## src/rtl/nrmc_pkg.sv

```systemverilog
package nrmc_pkg;

    // fraction digits kept for each scaled field
    localparam int unsigned TIME_FRAC_DIGITS  = 2;
    localparam int unsigned POS_FRAC_DIGITS   = 4;
    localparam int unsigned SPEED_FRAC_DIGITS = 2;

    // widest accumulator (longitude) sets the shared datapath width
    localparam int ACC_W   = 28;
    localparam int POW10_W = 17;

    localparam int TIME_W  = 25;
    localparam int LAT_W   = 27;
    localparam int LON_W   = 28;
    localparam int SPEED_W = 24;
    localparam int DATE_W  = 19;

    typedef logic [ACC_W-1:0] t_acc;

    typedef enum logic [1:0] {
        PH_IDLE,
        PH_FIELDS,
        PH_CHK1,
        PH_CHK2
    } t_phase;

    // field numbers within the sentence
    localparam logic [3:0] FLD_TIME   = 4'd1;
    localparam logic [3:0] FLD_STATUS = 4'd2;
    localparam logic [3:0] FLD_LAT    = 4'd3;
    localparam logic [3:0] FLD_LON    = 4'd5;
    localparam logic [3:0] FLD_SPEED  = 4'd7;
    localparam logic [3:0] FLD_DATE   = 4'd9;
    localparam logic [3:0] FLD_MAX    = 4'd15;

    localparam logic [2:0] HDR_LEN   = 3'd5;
    localparam logic [2:0] DONE_MARK = 3'd7;
    localparam logic [1:0] CHARS_MAX = 2'd3;

    // ascii codes
    localparam logic [7:0] CH_LF     = 8'h0A;
    localparam logic [7:0] CH_CR     = 8'h0D;
    localparam logic [7:0] CH_DOLLAR = 8'h24;
    localparam logic [7:0] CH_STAR   = 8'h2A;
    localparam logic [7:0] CH_COMMA  = 8'h2C;
    localparam logic [7:0] CH_DOT    = 8'h2E;
    localparam logic [7:0] CH_ZERO   = 8'h30;
    localparam logic [7:0] CH_ONE    = 8'h31;
    localparam logic [7:0] CH_NINE   = 8'h39;
    localparam logic [7:0] CH_UA     = 8'h41;
    localparam logic [7:0] CH_UC     = 8'h43;
    localparam logic [7:0] CH_UF     = 8'h46;
    localparam logic [7:0] CH_UG     = 8'h47;
    localparam logic [7:0] CH_UM     = 8'h4D;
    localparam logic [7:0] CH_UP     = 8'h50;
    localparam logic [7:0] CH_UR     = 8'h52;

    localparam t_acc MAX_TIME  = 28'd24000000;
    localparam t_acc MAX_LAT   = 28'd90000000;
    localparam t_acc MAX_LON   = 28'd180000000;
    localparam t_acc MAX_SPEED = 28'd9999999;
    localparam t_acc MAX_DATE  = 28'd311299;

    typedef struct packed {
        logic [TIME_W-1:0]  time_acc;
        logic [LAT_W-1:0]   lat_acc;
        logic [LON_W-1:0]   lon_acc;
        logic [SPEED_W-1:0] speed_acc;
        logic [DATE_W-1:0]  date_acc;
    } t_accs;

    typedef struct packed {
        logic       is_num;
        logic [2:0] frac;
        t_acc       digit_val;
        t_acc       fin_val;
    } t_num_res;

    typedef struct packed {
        logic               fix_valid;
        logic               checksum_ok;
        logic [TIME_W-1:0]  utc_time_hundredths;
        logic [LAT_W-1:0]   latitude_scaled;
        logic [LON_W-1:0]   longitude_scaled;
        logic [SPEED_W-1:0] speed_hundredths;
        logic [DATE_W-1:0]  date_ddmmyy;
    } t_result;

    function automatic logic [7:0] hdr_char(input logic [2:0] pos);
        logic [7:0] ch;
        case (pos)
            3'd0:    ch = CH_UG;
            3'd1:    ch = CH_UP;
            3'd2:    ch = CH_UR;
            3'd3:    ch = CH_UM;
            3'd4:    ch = CH_UC;
            default: ch = 8'h00;
        endcase
        return ch;
    endfunction

    function automatic logic field_is_num(input logic [3:0] fld);
        return (fld == FLD_TIME) || (fld == FLD_LAT) || (fld == FLD_LON) ||
               (fld == FLD_SPEED) || (fld == FLD_DATE);
    endfunction

    function automatic logic [2:0] field_frac(input logic [3:0] fld);
        logic [2:0] f;
        case (fld)
            FLD_TIME:  f = 3'(TIME_FRAC_DIGITS);
            FLD_LAT:   f = 3'(POS_FRAC_DIGITS);
            FLD_LON:   f = 3'(POS_FRAC_DIGITS);
            FLD_SPEED: f = 3'(SPEED_FRAC_DIGITS);
            default:   f = 3'd0;
        endcase
        return f;
    endfunction

    function automatic t_acc field_limit(input logic [3:0] fld);
        t_acc lim;
        case (fld)
            FLD_TIME:  lim = MAX_TIME;
            FLD_LAT:   lim = MAX_LAT;
            FLD_LON:   lim = MAX_LON;
            FLD_SPEED: lim = MAX_SPEED;
            FLD_DATE:  lim = MAX_DATE;
            default:   lim = '0;
        endcase
        return lim;
    endfunction

    function automatic logic [POW10_W-1:0] pow10(input logic [2:0] n);
        logic [POW10_W-1:0] p;
        case (n)
            3'd0:    p = 17'd1;
            3'd1:    p = 17'd10;
            3'd2:    p = 17'd100;
            3'd3:    p = 17'd1000;
            3'd4:    p = 17'd10000;
            3'd5:    p = 17'd100000;
            default: p = 17'd1;
        endcase
        return p;
    endfunction

    // '1'-'9' and 'A'-'F' decode, everything else reads as zero
    function automatic logic [3:0] hex_value(input logic [7:0] c);
        logic [3:0] v;
        if (c >= CH_ONE && c <= CH_NINE) begin
            v = c[3:0];
        end else if (c >= CH_UA && c <= CH_UF) begin
            v = c[3:0] + 4'd9;
        end else begin
            v = 4'd0;
        end
        return v;
    endfunction

endpackage

```

## src/rtl/nmea_rmc_sentence_parser_core.sv

```systemverilog
// RMC sentence parser: takes one received character per transfer on the input
// channel and scans the stream for the "GPRMC" header. From the header's 'G' up
// to '*' every byte is XORed into a running checksum; fields are split at commas
// and time, latitude, longitude, speed and date are accumulated as scaled
// integers (extra fraction digits truncated, missing ones padded with zeros,
// values saturating at their range). One result transfer is produced at the
// second character after '*', or at CR/LF when no '*' came (then checksum_ok is
// 0). fix_valid needs status "A" and a matching checksum; otherwise the five
// value fields are zero. Rate: one character per cycle while the input is not
// stalled. A character in the input register goes through a single pass of
// compare and multiply-accumulate logic that updates the parse state; a character
// that ends a sentence loads the result into the output register. The input side
// keeps flowing while a result waits, and stalls only when a character that
// ends a sentence meets a result register that is still full and not taken.
module nmea_rmc_sentence_parser_core (
    input  logic                       i_clk,
    input  logic                       i_rst_n,
    // character channel
    input  logic                       i_valid,
    output logic                       o_ready,
    input  logic [7:0]                 i_rx_byte,
    // result channel
    output logic                       o_valid,
    input  logic                       i_ready,
    output logic                       o_fix_valid,
    output logic                       o_checksum_ok,
    output logic [nrmc_pkg::TIME_W-1:0]  o_utc_time_hundredths,
    output logic [nrmc_pkg::LAT_W-1:0]   o_latitude_scaled,
    output logic [nrmc_pkg::LON_W-1:0]   o_longitude_scaled,
    output logic [nrmc_pkg::SPEED_W-1:0] o_speed_hundredths,
    output logic [nrmc_pkg::DATE_W-1:0]  o_date_ddmmyy
);
    import nrmc_pkg::*;

    // input register
    logic       r_in_valid;
    logic [7:0] r_in_byte;

    // parse state
    t_phase     r_phase,     n_phase;
    logic [2:0] r_hdr_pos,   n_hdr_pos;
    logic [3:0] r_field_num, n_field_num;
    logic [1:0] r_chars,     n_chars;
    logic [7:0] r_xor,       n_xor;
    logic       r_status,    n_status;
    logic [2:0] r_frac_cnt,  n_frac_cnt;
    logic       r_point,     n_point;
    logic [3:0] r_chk_hi,    n_chk_hi;
    t_accs      r_accs,      n_accs;

    logic       w_adv;
    logic       w_out_free;
    logic       w_emit;
    logic       w_ok;
    logic       w_finish;
    logic       w_start;
    logic       w_clr_accs;
    logic       w_acc_wr;
    t_acc       w_acc_val;
    logic       w_is_digit;
    t_num_res   w_num;
    t_result    w_result;
    t_result    w_out_data;

    // the character in the input register is consumed unless it ends a sentence
    // while the result register is still occupied
    assign w_adv   = r_in_valid && (w_out_free || !w_emit);
    assign o_ready = !r_in_valid || w_adv;

    always_ff @(posedge i_clk) begin
        if (!i_rst_n) begin
            r_in_valid <= 1'b0;
        end else if (o_ready) begin
            r_in_valid <= i_valid;
        end
    end

    always_ff @(posedge i_clk) begin
        if (o_ready && i_valid) begin
            r_in_byte <= i_rx_byte;
        end
    end

    // shared scaling / multiply-accumulate datapath for the current field
    nrmc_num_unit u_num (
        .i_accs     (r_accs),
        .i_field    (r_field_num),
        .i_char     (r_in_byte),
        .i_frac_cnt (r_frac_cnt),
        .o_res      (w_num)
    );

    assign w_is_digit = (r_in_byte >= CH_ZERO) && (r_in_byte <= CH_NINE);

    always_comb begin
        n_phase     = r_phase;
        n_hdr_pos   = r_hdr_pos;
        n_field_num = r_field_num;
        n_chars     = r_chars;
        n_xor       = r_xor;
        n_status    = r_status;
        n_frac_cnt  = r_frac_cnt;
        n_point     = r_point;
        n_chk_hi    = r_chk_hi;
        n_accs      = r_accs;
        w_emit      = 1'b0;
        w_ok        = 1'b0;
        w_finish    = 1'b0;
        w_start     = 1'b0;
        w_clr_accs  = 1'b0;
        w_acc_wr    = 1'b0;
        w_acc_val   = w_num.digit_val;

        case (r_phase)
            PH_IDLE: begin
                // header search; a stray 'G' restarts the match
                if (r_hdr_pos < HDR_LEN && r_in_byte == hdr_char(r_hdr_pos)) begin
                    n_xor     = (r_hdr_pos == 3'd0) ? r_in_byte : (r_xor ^ r_in_byte);
                    n_hdr_pos = r_hdr_pos + 3'd1;
                end else if (r_in_byte == CH_UG) begin
                    n_xor     = r_in_byte;
                    n_hdr_pos = 3'd1;
                end else begin
                    n_hdr_pos = 3'd0;
                end
                if (n_hdr_pos >= HDR_LEN) begin
                    n_phase     = PH_FIELDS;
                    n_hdr_pos   = 3'd0;
                    n_field_num = 4'd0;
                    n_status    = 1'b0;
                    w_clr_accs  = 1'b1;
                    w_start     = 1'b1;
                end
            end
            PH_FIELDS: begin
                if (r_in_byte == CH_DOLLAR) begin
                    // new sentence start: drop this one silently
                    n_phase   = PH_IDLE;
                    n_hdr_pos = 3'd0;
                end else if (r_in_byte == CH_STAR) begin
                    w_finish = 1'b1;
                    n_phase  = PH_CHK1;
                end else if (r_in_byte == CH_CR || r_in_byte == CH_LF) begin
                    // no checksum came, report as a failed checksum
                    w_finish  = 1'b1;
                    w_emit    = 1'b1;
                    n_phase   = PH_IDLE;
                    n_hdr_pos = 3'd0;
                end else begin
                    n_xor = r_xor ^ r_in_byte;
                    if (r_in_byte == CH_COMMA) begin
                        w_finish = 1'b1;
                        w_start  = 1'b1;
                        if (r_field_num != FLD_MAX) begin
                            n_field_num = r_field_num + 4'd1;
                        end
                    end else if (r_field_num == FLD_STATUS) begin
                        n_status = (r_chars == 2'd0) && (r_in_byte == CH_UA);
                        if (r_chars != CHARS_MAX) begin
                            n_chars = r_chars + 2'd1;
                        end
                    end else if (w_num.is_num && r_frac_cnt != DONE_MARK) begin
                        if (w_is_digit) begin
                            if (!r_point) begin
                                w_acc_wr = 1'b1;
                            end else if (r_frac_cnt < w_num.frac) begin
                                w_acc_wr   = 1'b1;
                                n_frac_cnt = r_frac_cnt + 3'd1;
                            end
                        end else if (r_in_byte == CH_DOT && !r_point) begin
                            n_point = 1'b1;
                        end else begin
                            // conversion stops at any other character
                            w_finish = 1'b1;
                        end
                    end
                end
            end
            PH_CHK1: begin
                n_chk_hi = hex_value(r_in_byte);
                n_phase  = PH_CHK2;
            end
            PH_CHK2: begin
                w_emit    = 1'b1;
                w_ok      = ({r_chk_hi, hex_value(r_in_byte)} == r_xor);
                n_phase   = PH_IDLE;
                n_hdr_pos = 3'd0;
            end
            default: begin
                n_phase   = PH_IDLE;
                n_hdr_pos = 3'd0;
            end
        endcase

        // close a numeric field: pad the fraction digits that never came
        if (w_finish && w_num.is_num && r_frac_cnt != DONE_MARK) begin
            w_acc_wr   = 1'b1;
            w_acc_val  = w_num.fin_val;
            n_frac_cnt = DONE_MARK;
        end

        if (w_start) begin
            n_chars    = 2'd0;
            n_frac_cnt = 3'd0;
            n_point    = 1'b0;
        end

        if (w_clr_accs) begin
            n_accs = '0;
        end else if (w_acc_wr) begin
            case (r_field_num)
                FLD_TIME:  n_accs.time_acc  = w_acc_val[TIME_W-1:0];
                FLD_LAT:   n_accs.lat_acc   = w_acc_val[LAT_W-1:0];
                FLD_LON:   n_accs.lon_acc   = w_acc_val[LON_W-1:0];
                FLD_SPEED: n_accs.speed_acc = w_acc_val[SPEED_W-1:0];
                FLD_DATE:  n_accs.date_acc  = w_acc_val[DATE_W-1:0];
                default:   n_accs           = r_accs;
            endcase
        end
    end

    // result is built from the post-update status and accumulator values
    always_comb begin
        w_result.fix_valid           = w_ok && n_status;
        w_result.checksum_ok         = w_ok;
        w_result.utc_time_hundredths = '0;
        w_result.latitude_scaled     = '0;
        w_result.longitude_scaled    = '0;
        w_result.speed_hundredths    = '0;
        w_result.date_ddmmyy         = '0;
        if (w_ok && n_status) begin
            w_result.utc_time_hundredths = n_accs.time_acc;
            w_result.latitude_scaled     = n_accs.lat_acc;
            w_result.longitude_scaled    = n_accs.lon_acc;
            w_result.speed_hundredths    = n_accs.speed_acc;
            w_result.date_ddmmyy         = n_accs.date_acc;
        end
    end

    always_ff @(posedge i_clk) begin
        if (!i_rst_n) begin
            r_phase   <= PH_IDLE;
            r_hdr_pos <= 3'd0;
        end else if (w_adv) begin
            r_phase   <= n_phase;
            r_hdr_pos <= n_hdr_pos;
        end
    end

    // everything here is set by the header search, or by the first checksum character, before it is ever read
    always_ff @(posedge i_clk) begin
        if (w_adv) begin
            r_field_num <= n_field_num;
            r_chars     <= n_chars;
            r_xor       <= n_xor;
            r_status    <= n_status;
            r_frac_cnt  <= n_frac_cnt;
            r_point     <= n_point;
            r_chk_hi    <= n_chk_hi;
            r_accs      <= n_accs;
        end
    end

    nrmc_out_stage u_out (
        .i_clk   (i_clk),
        .i_rst_n (i_rst_n),
        .i_load  (w_adv && w_emit),
        .i_data  (w_result),
        .i_ready (i_ready),
        .o_valid (o_valid),
        .o_data  (w_out_data),
        .o_free  (w_out_free)
    );

    assign o_fix_valid           = w_out_data.fix_valid;
    assign o_checksum_ok         = w_out_data.checksum_ok;
    assign o_utc_time_hundredths = w_out_data.utc_time_hundredths;
    assign o_latitude_scaled     = w_out_data.latitude_scaled;
    assign o_longitude_scaled    = w_out_data.longitude_scaled;
    assign o_speed_hundredths    = w_out_data.speed_hundredths;
    assign o_date_ddmmyy         = w_out_data.date_ddmmyy;

    // a fix is never reported without a good checksum
    a_fix_needs_chk: assert property (@(posedge i_clk) disable iff (!i_rst_n)
        o_valid && o_fix_valid |-> o_checksum_ok)
        else $error("fix reported with bad checksum");

    // values are zero whenever there is no fix
    a_zero_no_fix: assert property (@(posedge i_clk) disable iff (!i_rst_n)
        o_valid && !o_fix_valid |-> (o_utc_time_hundredths == '0) &&
            (o_latitude_scaled == '0) && (o_longitude_scaled == '0) &&
            (o_speed_hundredths == '0) && (o_date_ddmmyy == '0))
        else $error("nonzero value without fix");

    // header position only moves while searching for a header
    a_hdr_idle: assert property (@(posedge i_clk) disable iff (!i_rst_n)
        r_phase != PH_IDLE |-> r_hdr_pos == 3'd0)
        else $error("header position active outside header search");

    // saturation keeps reported values within range; time, longitude and date are checked here
    a_in_range: assert property (@(posedge i_clk) disable iff (!i_rst_n)
        o_valid |-> (o_utc_time_hundredths <= MAX_TIME[TIME_W-1:0]) &&
            (o_longitude_scaled <= MAX_LON[LON_W-1:0]) &&
            (o_date_ddmmyy <= MAX_DATE[DATE_W-1:0]))
        else $error("reported value above its range");

endmodule

```

## src/rtl/nrmc_num_unit.sv

```systemverilog
module nrmc_num_unit (
    input  nrmc_pkg::t_accs    i_accs,
    input  logic [3:0]         i_field,
    input  logic [7:0]         i_char,
    input  logic [2:0]         i_frac_cnt,
    output nrmc_pkg::t_num_res o_res
);
    import nrmc_pkg::*;

    t_acc                       w_acc;
    t_acc                       w_limit;
    logic [ACC_W+3:0]           w_mul10;
    logic [2:0]                 w_frac;
    logic [2:0]                 w_need;
    logic [ACC_W+POW10_W-1:0]   w_scaled;

    // pick the accumulator of the current field
    always_comb begin
        case (i_field)
            FLD_TIME:  w_acc = ACC_W'(i_accs.time_acc);
            FLD_LAT:   w_acc = ACC_W'(i_accs.lat_acc);
            FLD_LON:   w_acc = ACC_W'(i_accs.lon_acc);
            FLD_SPEED: w_acc = ACC_W'(i_accs.speed_acc);
            FLD_DATE:  w_acc = ACC_W'(i_accs.date_acc);
            default:   w_acc = '0;
        endcase
    end

    assign w_limit = field_limit(i_field);
    assign w_frac  = field_frac(i_field);

    // acc * 10 + digit as two shifts and adds
    assign w_mul10 = ({4'b0, w_acc} << 3) + ({4'b0, w_acc} << 1) +
                     {{ACC_W{1'b0}}, i_char[3:0]};

    // pad missing fraction digits in one multiply
    assign w_need   = w_frac - i_frac_cnt;
    assign w_scaled = {{POW10_W{1'b0}}, w_acc} * {{ACC_W{1'b0}}, pow10(w_need)};

    always_comb begin
        o_res.is_num    = field_is_num(i_field);
        o_res.frac      = w_frac;
        o_res.digit_val = (w_mul10 > {4'b0, w_limit}) ? w_limit : w_mul10[ACC_W-1:0];
        o_res.fin_val   = (w_scaled > {{POW10_W{1'b0}}, w_limit}) ? w_limit
                                                                   : w_scaled[ACC_W-1:0];
    end

endmodule

```

## src/rtl/nrmc_out_stage.sv

```systemverilog
module nrmc_out_stage (
    input  logic              i_clk,
    input  logic              i_rst_n,
    input  logic              i_load,
    input  nrmc_pkg::t_result i_data,
    input  logic              i_ready,
    output logic              o_valid,
    output nrmc_pkg::t_result o_data,
    output logic              o_free
);
    import nrmc_pkg::*;

    logic    r_valid;
    t_result r_data;

    assign o_free  = !r_valid || i_ready;
    assign o_valid = r_valid;
    assign o_data  = r_data;

    always_ff @(posedge i_clk) begin
        if (!i_rst_n) begin
            r_valid <= 1'b0;
        end else if (o_free) begin
            r_valid <= i_load;
        end
    end

    always_ff @(posedge i_clk) begin
        if (o_free && i_load) begin
            r_data <= i_data;
        end
    end

endmodule
```

## config.mk

```make
export PLATFORM = sky130hd
export DESIGN_NAME = nmea_rmc_sentence_parser_core
export DESIGN_NICKNAME = d
export VERILOG_FILES = /design/src/rtl/nrmc_pkg.sv /design/src/rtl/nmea_rmc_sentence_parser_core.sv /design/src/rtl/nrmc_num_unit.sv /design/src/rtl/nrmc_out_stage.sv
export SDC_FILE = /design/constraint.sdc
export NUM_CORES = 1
export LEC_CHECK = 0
export BUFFER_PORTS_ARGS = -buffer_cell sky130_fd_sc_hd__buf_2
export CORE_MARGIN = 8
export CORE_UTILIZATION = 25
export CTS_BUF_LIST = sky130_fd_sc_hd__clkbuf_8
export DETAILED_ROUTE_END_ITERATION = 8
export GPL_ROUTABILITY_DRIVEN = 0
export GPL_TIMING_DRIVEN = 1
export PLACE_DENSITY = 0.43
export SYNTH_ARGS = -nofsm -noshare
export SYNTH_HDL_FRONTEND = slang
export SYNTH_SLANG_ARGS = --single-unit
```

## constraint.sdc

```tcl
create_clock -name i_clk -period 9.9 [get_ports i_clk]
set_input_delay 0.495 -clock i_clk [delete_from_list [all_inputs] [get_ports i_clk]]
set_output_delay 0.495 -clock i_clk [all_outputs]
set_load 0.005 [all_outputs]
```

==> results of run 1 <==
cells in the mapped netlist, drive strengths merged (14+ instances only):
cell type / number
a211oi: 46
a21o: 30
a21oi: 195
a22o: 65
a22oi: 26
a31oi: 14
a32o: 17
and2: 53
buf: 45
clkbuf: 101
clkinv: 21
edfxtp: 279
fa: 306
ha: 305
inv: 530
mux2i: 32
nand2: 456
nand2b: 14
nand3: 42
nand4: 34
nor2: 292
nor2b: 27
nor3: 33
o211ai: 17
o21a: 21
o21ai: 152
o22a: 15
xnor2: 50
xor2: 29
sequential cells by signal (all words and copies together) (netlist names), named ones only:
name,cells
u_out.o_data,125
r_accs,123
r_phase,1
r_status,1
r_in_byte,8
r_frac_cnt,3
r_point,1
r_chars,2
r_in_valid,1
r_chk_hi,4
u_out.o_valid,1
r_xor,8
r_hdr_pos,3
r_field_num,4
per-layer routing:
metal	GRT usage [%]	part of all wire [%]	vias up
li1	-	-	12848
met1	24.87	46	13680
met2	29.65	47	801
met3	1.766	4.9	133
met4	4.052	2.6	0
met5	0	0	-
worst paths after layout:
check            startpoint            to  slack (ns)
min reg2reg        register      register        0.52
max          r_field_num[0]    r_accs[92]       -0.17
min            i_rx_byte[5]  r_in_byte[5]        0.09
max reg2reg  r_field_num[0]    r_accs[92]       -0.17
layout make-up:
class	instances	area, um^2	area share [%]
timing repair buffer	745	6085	14.76
antenna	3	7.507	0.01821
clock inverter	30	147.6	0.3581
tap	1650	2064	5.007
multi-input combinational	2435	21640	52.49
inverter	551	2078	5.040
clock buffer	50	688.2	1.669
sequential	286	8518	20.66
cells by family after synthesis:
| family | share of synthesized area [%] |
|---|---|
| xor+xnor | 2.209 |
| mux | 1.166 |
| buf+inv | 8.623 |
| flops | 27.19 |
| compound gates | 14.63 |
| fa+ha+maj | 31.74 |
| simple gates | 14.45 |
worst register-to-register path: cells and delay by family, from the launching register on:
kind | cells | cell delay (ns)
AND/OR/NAND/NOR | 11 | 1.78
buffers and inverters | 52 | 6.54
flip-flops | 1 | 0.39
adder cells (fa/ha/maj) | 2 | 0.50
AO/OA/AOI/OAI | 4 | 0.61
timing repair:
action / 4_1_cts / 5_1_grt
pin swaps: 70 / 106
endpoints found under the hold margin: 0 / 0
endpoints found under the setup margin: 246 / 246
gates cloned: 6 / 4
buffers inserted: 82 / 22
resized for setup: 189 / 196
per-stage QoR:
step / hold slack, ns / worst slack (ns) / std cells / util [%] / area [um^2]
3_5_place_dp: 0.5082 / -0.5325 / 5562 / 30.21 / 37740
2_1_floorplan: 0.4739 / 0.02174 / 3417 / - / 31490
3_3_place_gp: 0.5014 / -0.5003 / 5562 / 30.21 / 37740
4_1_cts: 0.04297 / -0.05829 / 5728 / 32.13 / 40140
5_1_grt: 0.04942 / -0.4234 / 5749 / 33.01 / 41230
6_report: 0.09138 / -0.1701 / 5750 / 33.01 / 41230
power by group:
part,internal [mW],total [mW],leakage (nW),switching [mW]
Clock,0.487,0.992,0.491,0.505
Combinational,0.0385,0.112,15.8,0.0736
Sequential,1.32,1.33,1.96,0.00821
Total,1.85,2.43,18.3,0.587
==> impl_results.md, run 1 <==
- Die height: 370.0 um
- EDFF count, synth: between 200 and 300
- Post-route setup slack: -0.1701 ns
- Clock transition at the registers of the reported paths: 0.07 ns
- HPWL after DPL: roughly 100000 um
- Synth area leaders: edfxtp_1 (27%), fa_1 (20%), ha_1 (12%)
- Synthesis-to-finish area growth: 31.63%
- Post-synth top area cell: edfxtp_1
- Initial core utilization: 25.08%
- Fmax: 99.30 MHz
- PortBufs: between 100 and 150
- Layout cells sized above 1: between 20% and 30%
- FF-to-FF path depth: 69
- Die area: roughly 140000 um^2
- Sink Count: roughly 290
- Status: finished with violations
- Vias in the first global route: 28.24k
- Top Ports: 139
- Antenna violations before repair: 3
- GRT Total Usage: 17.79%
- Synth top area share: approximately a quarter
- Pin count of the biggest net entering global routing: 69
- Wirelength, routed: 124900 um
- Failing checks: negative setup slack
- CTS H-Tree Depth: 2
- Slew Viols, Final: 0
- Syn nets: approximately 4.0k
- Crit start category: register
- Post-synth top flop: edfxtp_1
- Critical-path top delay cell: edfxtp_1
- DRT Pass-1 Iters: 5
- Seq/Total Area, Yosys: 27.19%
- Core ar.: 124900 um^2
- RSZ-0062 raised after global routing: yes
- Post-Synthesis Cells: about 3.4k
- Synth async-reset ratio: 0%
- CP bufs+invs: 52
- Final hold violation count: 0
- Synth unique cells: 96
- WP data arrival: 10.43 ns
- Max clock buf depth: 3
- # setup viols final: 174
- Endpoint class of the critical path: register
- Slew headroom: about a fifth
- Ys Warns: 0
- Routed len/inst: roughly 22 um
- Top delay family on crit path: buffers and inverters
- Final worst clock skew: 0.04194 ns
- CTS Buf Count: 45
- Crit path depth: 69
- Commonest non-fill, non-tap cell in the layout: inv_1
- Pwr dens: 58.98 nW/um^2
- First-pass GRT wire length: 185200 um
- Crit path max fanout: 14
- Seq cells post-synth: 286
- Initial DRC count: 2069
- Avg Vias per Cell: 4.776
- Max-cap violations: 0
- Slowest stage delay, CP: between 0.3 and 0.4 ns
- Min cycle time layout: 10.07 ns
- Total Power: 2.432 mW
- Post-synth design cell area: around 31000 um^2
- Latest clock arrival within the worst-skew pair: 0.61 ns
- Syn_area_per_cell: 9.168 um^2
- Crit path kind: reg -> reg
- CTS Root Cell: clkbuf_8
- Routed via count: approximately 27k
- Most frequent cells in the layout: inv_1 (527), buf_4 (519), nand2_1 (439)
- Final period utilization: 101.7%
- Final net count: 4687
- Min-delay worst type: in -> reg
- # DRC: 0
- Most Frequent Cell on Critical Path: buf_4
- WHS Path Cells: 1
- Fill cells: 13.22k
- CTS tree: done
- Worst Tran Pin Value: 1.184 ns
- Die X-Extent: 370.0 um
- Data required, critical path: 10.26 ns
- CTS Hold Bufs: 0
- Grt ovf: 0
- VDD IR max: 81.67 uV
- Static Leak: 18.25 nW
- Post-route ant nets: 0
- Cell Rows: 130
- Setup TNS: -11.33 ns
(Power assumes the default switching activity.)
==> inputs of run 2 (changes only) <==
--- a/config.mk
+++ b/config.mk
@@ -6,6 +6,7 @@
 export NUM_CORES = 1
 export LEC_CHECK = 0
 export BUFFER_PORTS_ARGS = -buffer_cell sky130_fd_sc_hd__buf_2
+export CORE_ASPECT_RATIO = 0.9
 export CORE_MARGIN = 8
 export CORE_UTILIZATION = 25
 export CTS_BUF_LIST = sky130_fd_sc_hd__clkbuf_8
==> impl_results.md, run 2 (same netlist as run 1, synthesis figures left out) <==
- Status: finished with violations
- Failing checks: negative setup slack
- RSZ-0062 raised after global routing: yes
- HPWL after DPL: slightly below 100000 um
- # setup viols final: 191
- Total Power: 2.416 mW
- Dpl cell area: 37840 um^2
- Slowest stage delay, CP: 0.37 ns
- Most frequent cells in the layout: inv_1 (527), buf_4 (526), nand2_1 (437)
- Die height: 351.8 um
- Final worst clock skew: 0.04199 ns
- Final Cell Area: 41280 um^2
- Clock transition at the registers of the reported paths: 0.07 ns
- Final period utilization: 102.0%
- Min-delay worst type: in -> reg
- Fmax: 99.07 MHz
- Final hold violation count: 0
- Commonest non-fill, non-tap cell in the layout: inv_1
- Grt ovf: 0
- Sequential fraction of design power: a little over half
- Worst Tran Pin Value: 1.412 ns
- Flop2flop setup slack: -0.19 ns
- Max clock buf depth: 3
- Post-layout util: 33.11%
- PortBufs: 138
- Avg Vias per Cell: 4.829
- Routed via count: approximately 28k
- Sink Count: 286
- CP bufs+invs: 49
- Routed len/inst: 21.85 um
- Core ar.: roughly 120000 um^2
- Latest clock arrival within the worst-skew pair: 0.64 ns
- Critical-path top delay cell: edfxtp_1
- Data required, critical path: 10.27 ns
- FF-to-FF path depth: 65
- Wirelength, routed: roughly 130000 um
- Endpoint class of the critical path: register
- Clock group share of total power: 40.4%
- WHS Endpoint: r_in_byte[1]
- Reg-to-Reg End: r_accs[73]
- Post-route setup slack: -0.1934 ns
- Max reg flops: between 100 and 150
- GRT Total Usage: 17.82%
- # DRC: 0
- Initial DRC count: roughly 2.6k
- Power share of the combinational group: under 10%
- Hold slack: 0.06625 ns
- WP data arrival: 10.47 ns
- Die area: around 140000 um^2
- Top delay family on crit path: buffers and inverters
- Int Pwr: approximately 1.8 mW
- First-pass GRT wire length: 186100 um
- Slew Viols, Final: 0
- Pwr dens: 58.54 nW/um^2
- Top Ports: 139
- Worst r2r src: r_field_num[0]
- Most Frequent Cell on Critical Path: buf_4
- Max-cap violations: 0
- Antenna violations before repair: 4
- Die X-Extent: 389.1 um
- Vias in the first global route: 28.23k
- Switching Fraction: 25.67%
- Cell Rows: 123
- Pre-CTS setup slack: -1.031 ns
- Crit path kind: reg -> reg
- Post-route ant nets: 0
- Slew headroom: 5.502%
- CTS Root Cell: clkbuf_8
- Final net count: 4700
- CTS H-Tree Depth: 2
- Min cycle time layout: 10.09 ns
- WHS Path Cells: 1
- CTS tree: done
- VDD IR max: around 66 uV
- Static Leak: 18.34 nW
- Psw: 0.6203 mW
- CTS Buf Count: 45
- Synthesis-to-finish area growth: 31.76%
- Crit path max fanout: 14
- Layout cells sized above 1: a little over a quarter
- Initial core utilization: between 20% and 30%
- DRT Pass-1 Iters: 5
- Pin count of the biggest net entering global routing: 73
- Crit start category: register
- Hold Startpoint: i_rx_byte[1]
-- run 2: cell count changes in the layout (fill, tap and decap cells not counted), sizes merged --
cell / previous run / this run
nor2: 293 / 294
clkinv: 31 / 39
diode: 3 / 1
bufinv: 1 / 0
clkbuf: 54 / 48
clkinvlp: 1 / 2
bufbuf: 1 / 2
buf: 740 / 753
-- run 2: timing repair --
action | 4_1_cts | 5_1_grt
resized for setup | 165 | 240
setup buffers | 66 | 45
hold buffers | 0 | 0
setup endpoints to repair | 246 | 246
pin swaps | 52 | 81
cloned | 5 | 3
-- run 2: power by group through the flow --
stage | Clock (mW) | Sequential, mW | Combinational (mW)
4_1_cts | 1.01 | 1.33 | 0.109
3_5_place_dp | 0 | 1.35 | 0.108
5_1_grt | 1.07 | 1.33 | 0.124
3_3_place_gp | 0 | 1.35 | 0.108
6_report | 0.976 | 1.33 | 0.112
2_1_floorplan | 0 | 1.35 | 0.0752
-- run 2: metrics by stage --
step / TNS [ns] / std cells
after CTS: -0.5559 / 5699
after global placement: -159.20 / 5545
final: -16.57 / 5740
after detailed placement: -150.76 / 5545
after global routing: -98.74 / 5740
after floorplan: 0 / 3417
-- run 2: worst max path at each step --
stage | start | endpoint | cells after the start
floorplan | r_field_num[0] | r_accs[45] | 48
global placement | r_field_num[1] | u_out.o_data[110] | 48
detailed placement | r_field_num[0] | u_out.o_data[110] | 47
CTS | r_field_num[0] | u_out.o_data[31] | 47
global route | r_field_num[1] | u_out.o_data[79] | 47
finish | r_field_num[0] | r_accs[73] | 65
-- run 2: routing by layer --
layer	vias up	part of all wire, %	track usage [%]
met4	2	1.9	3.259
met1	13844	48	26.29
met5	-	0.025	0
met3	130	5.6	2.182
li1	12866	-	-
met2	876	44	28.15
-- run 2: layout make-up --
class	instances	area [um^2]
Fill cell	12997	83380
Multi-Input combinational cell	2436	21640
Sequential cell	286	8518
Timing Repair Buffer	757	6191
Inverter	551	2083
Tap cell	1625	2033
Clock buffer	46	633.1
Clock inverter	38	172.7
Antenna cell	1	2.502
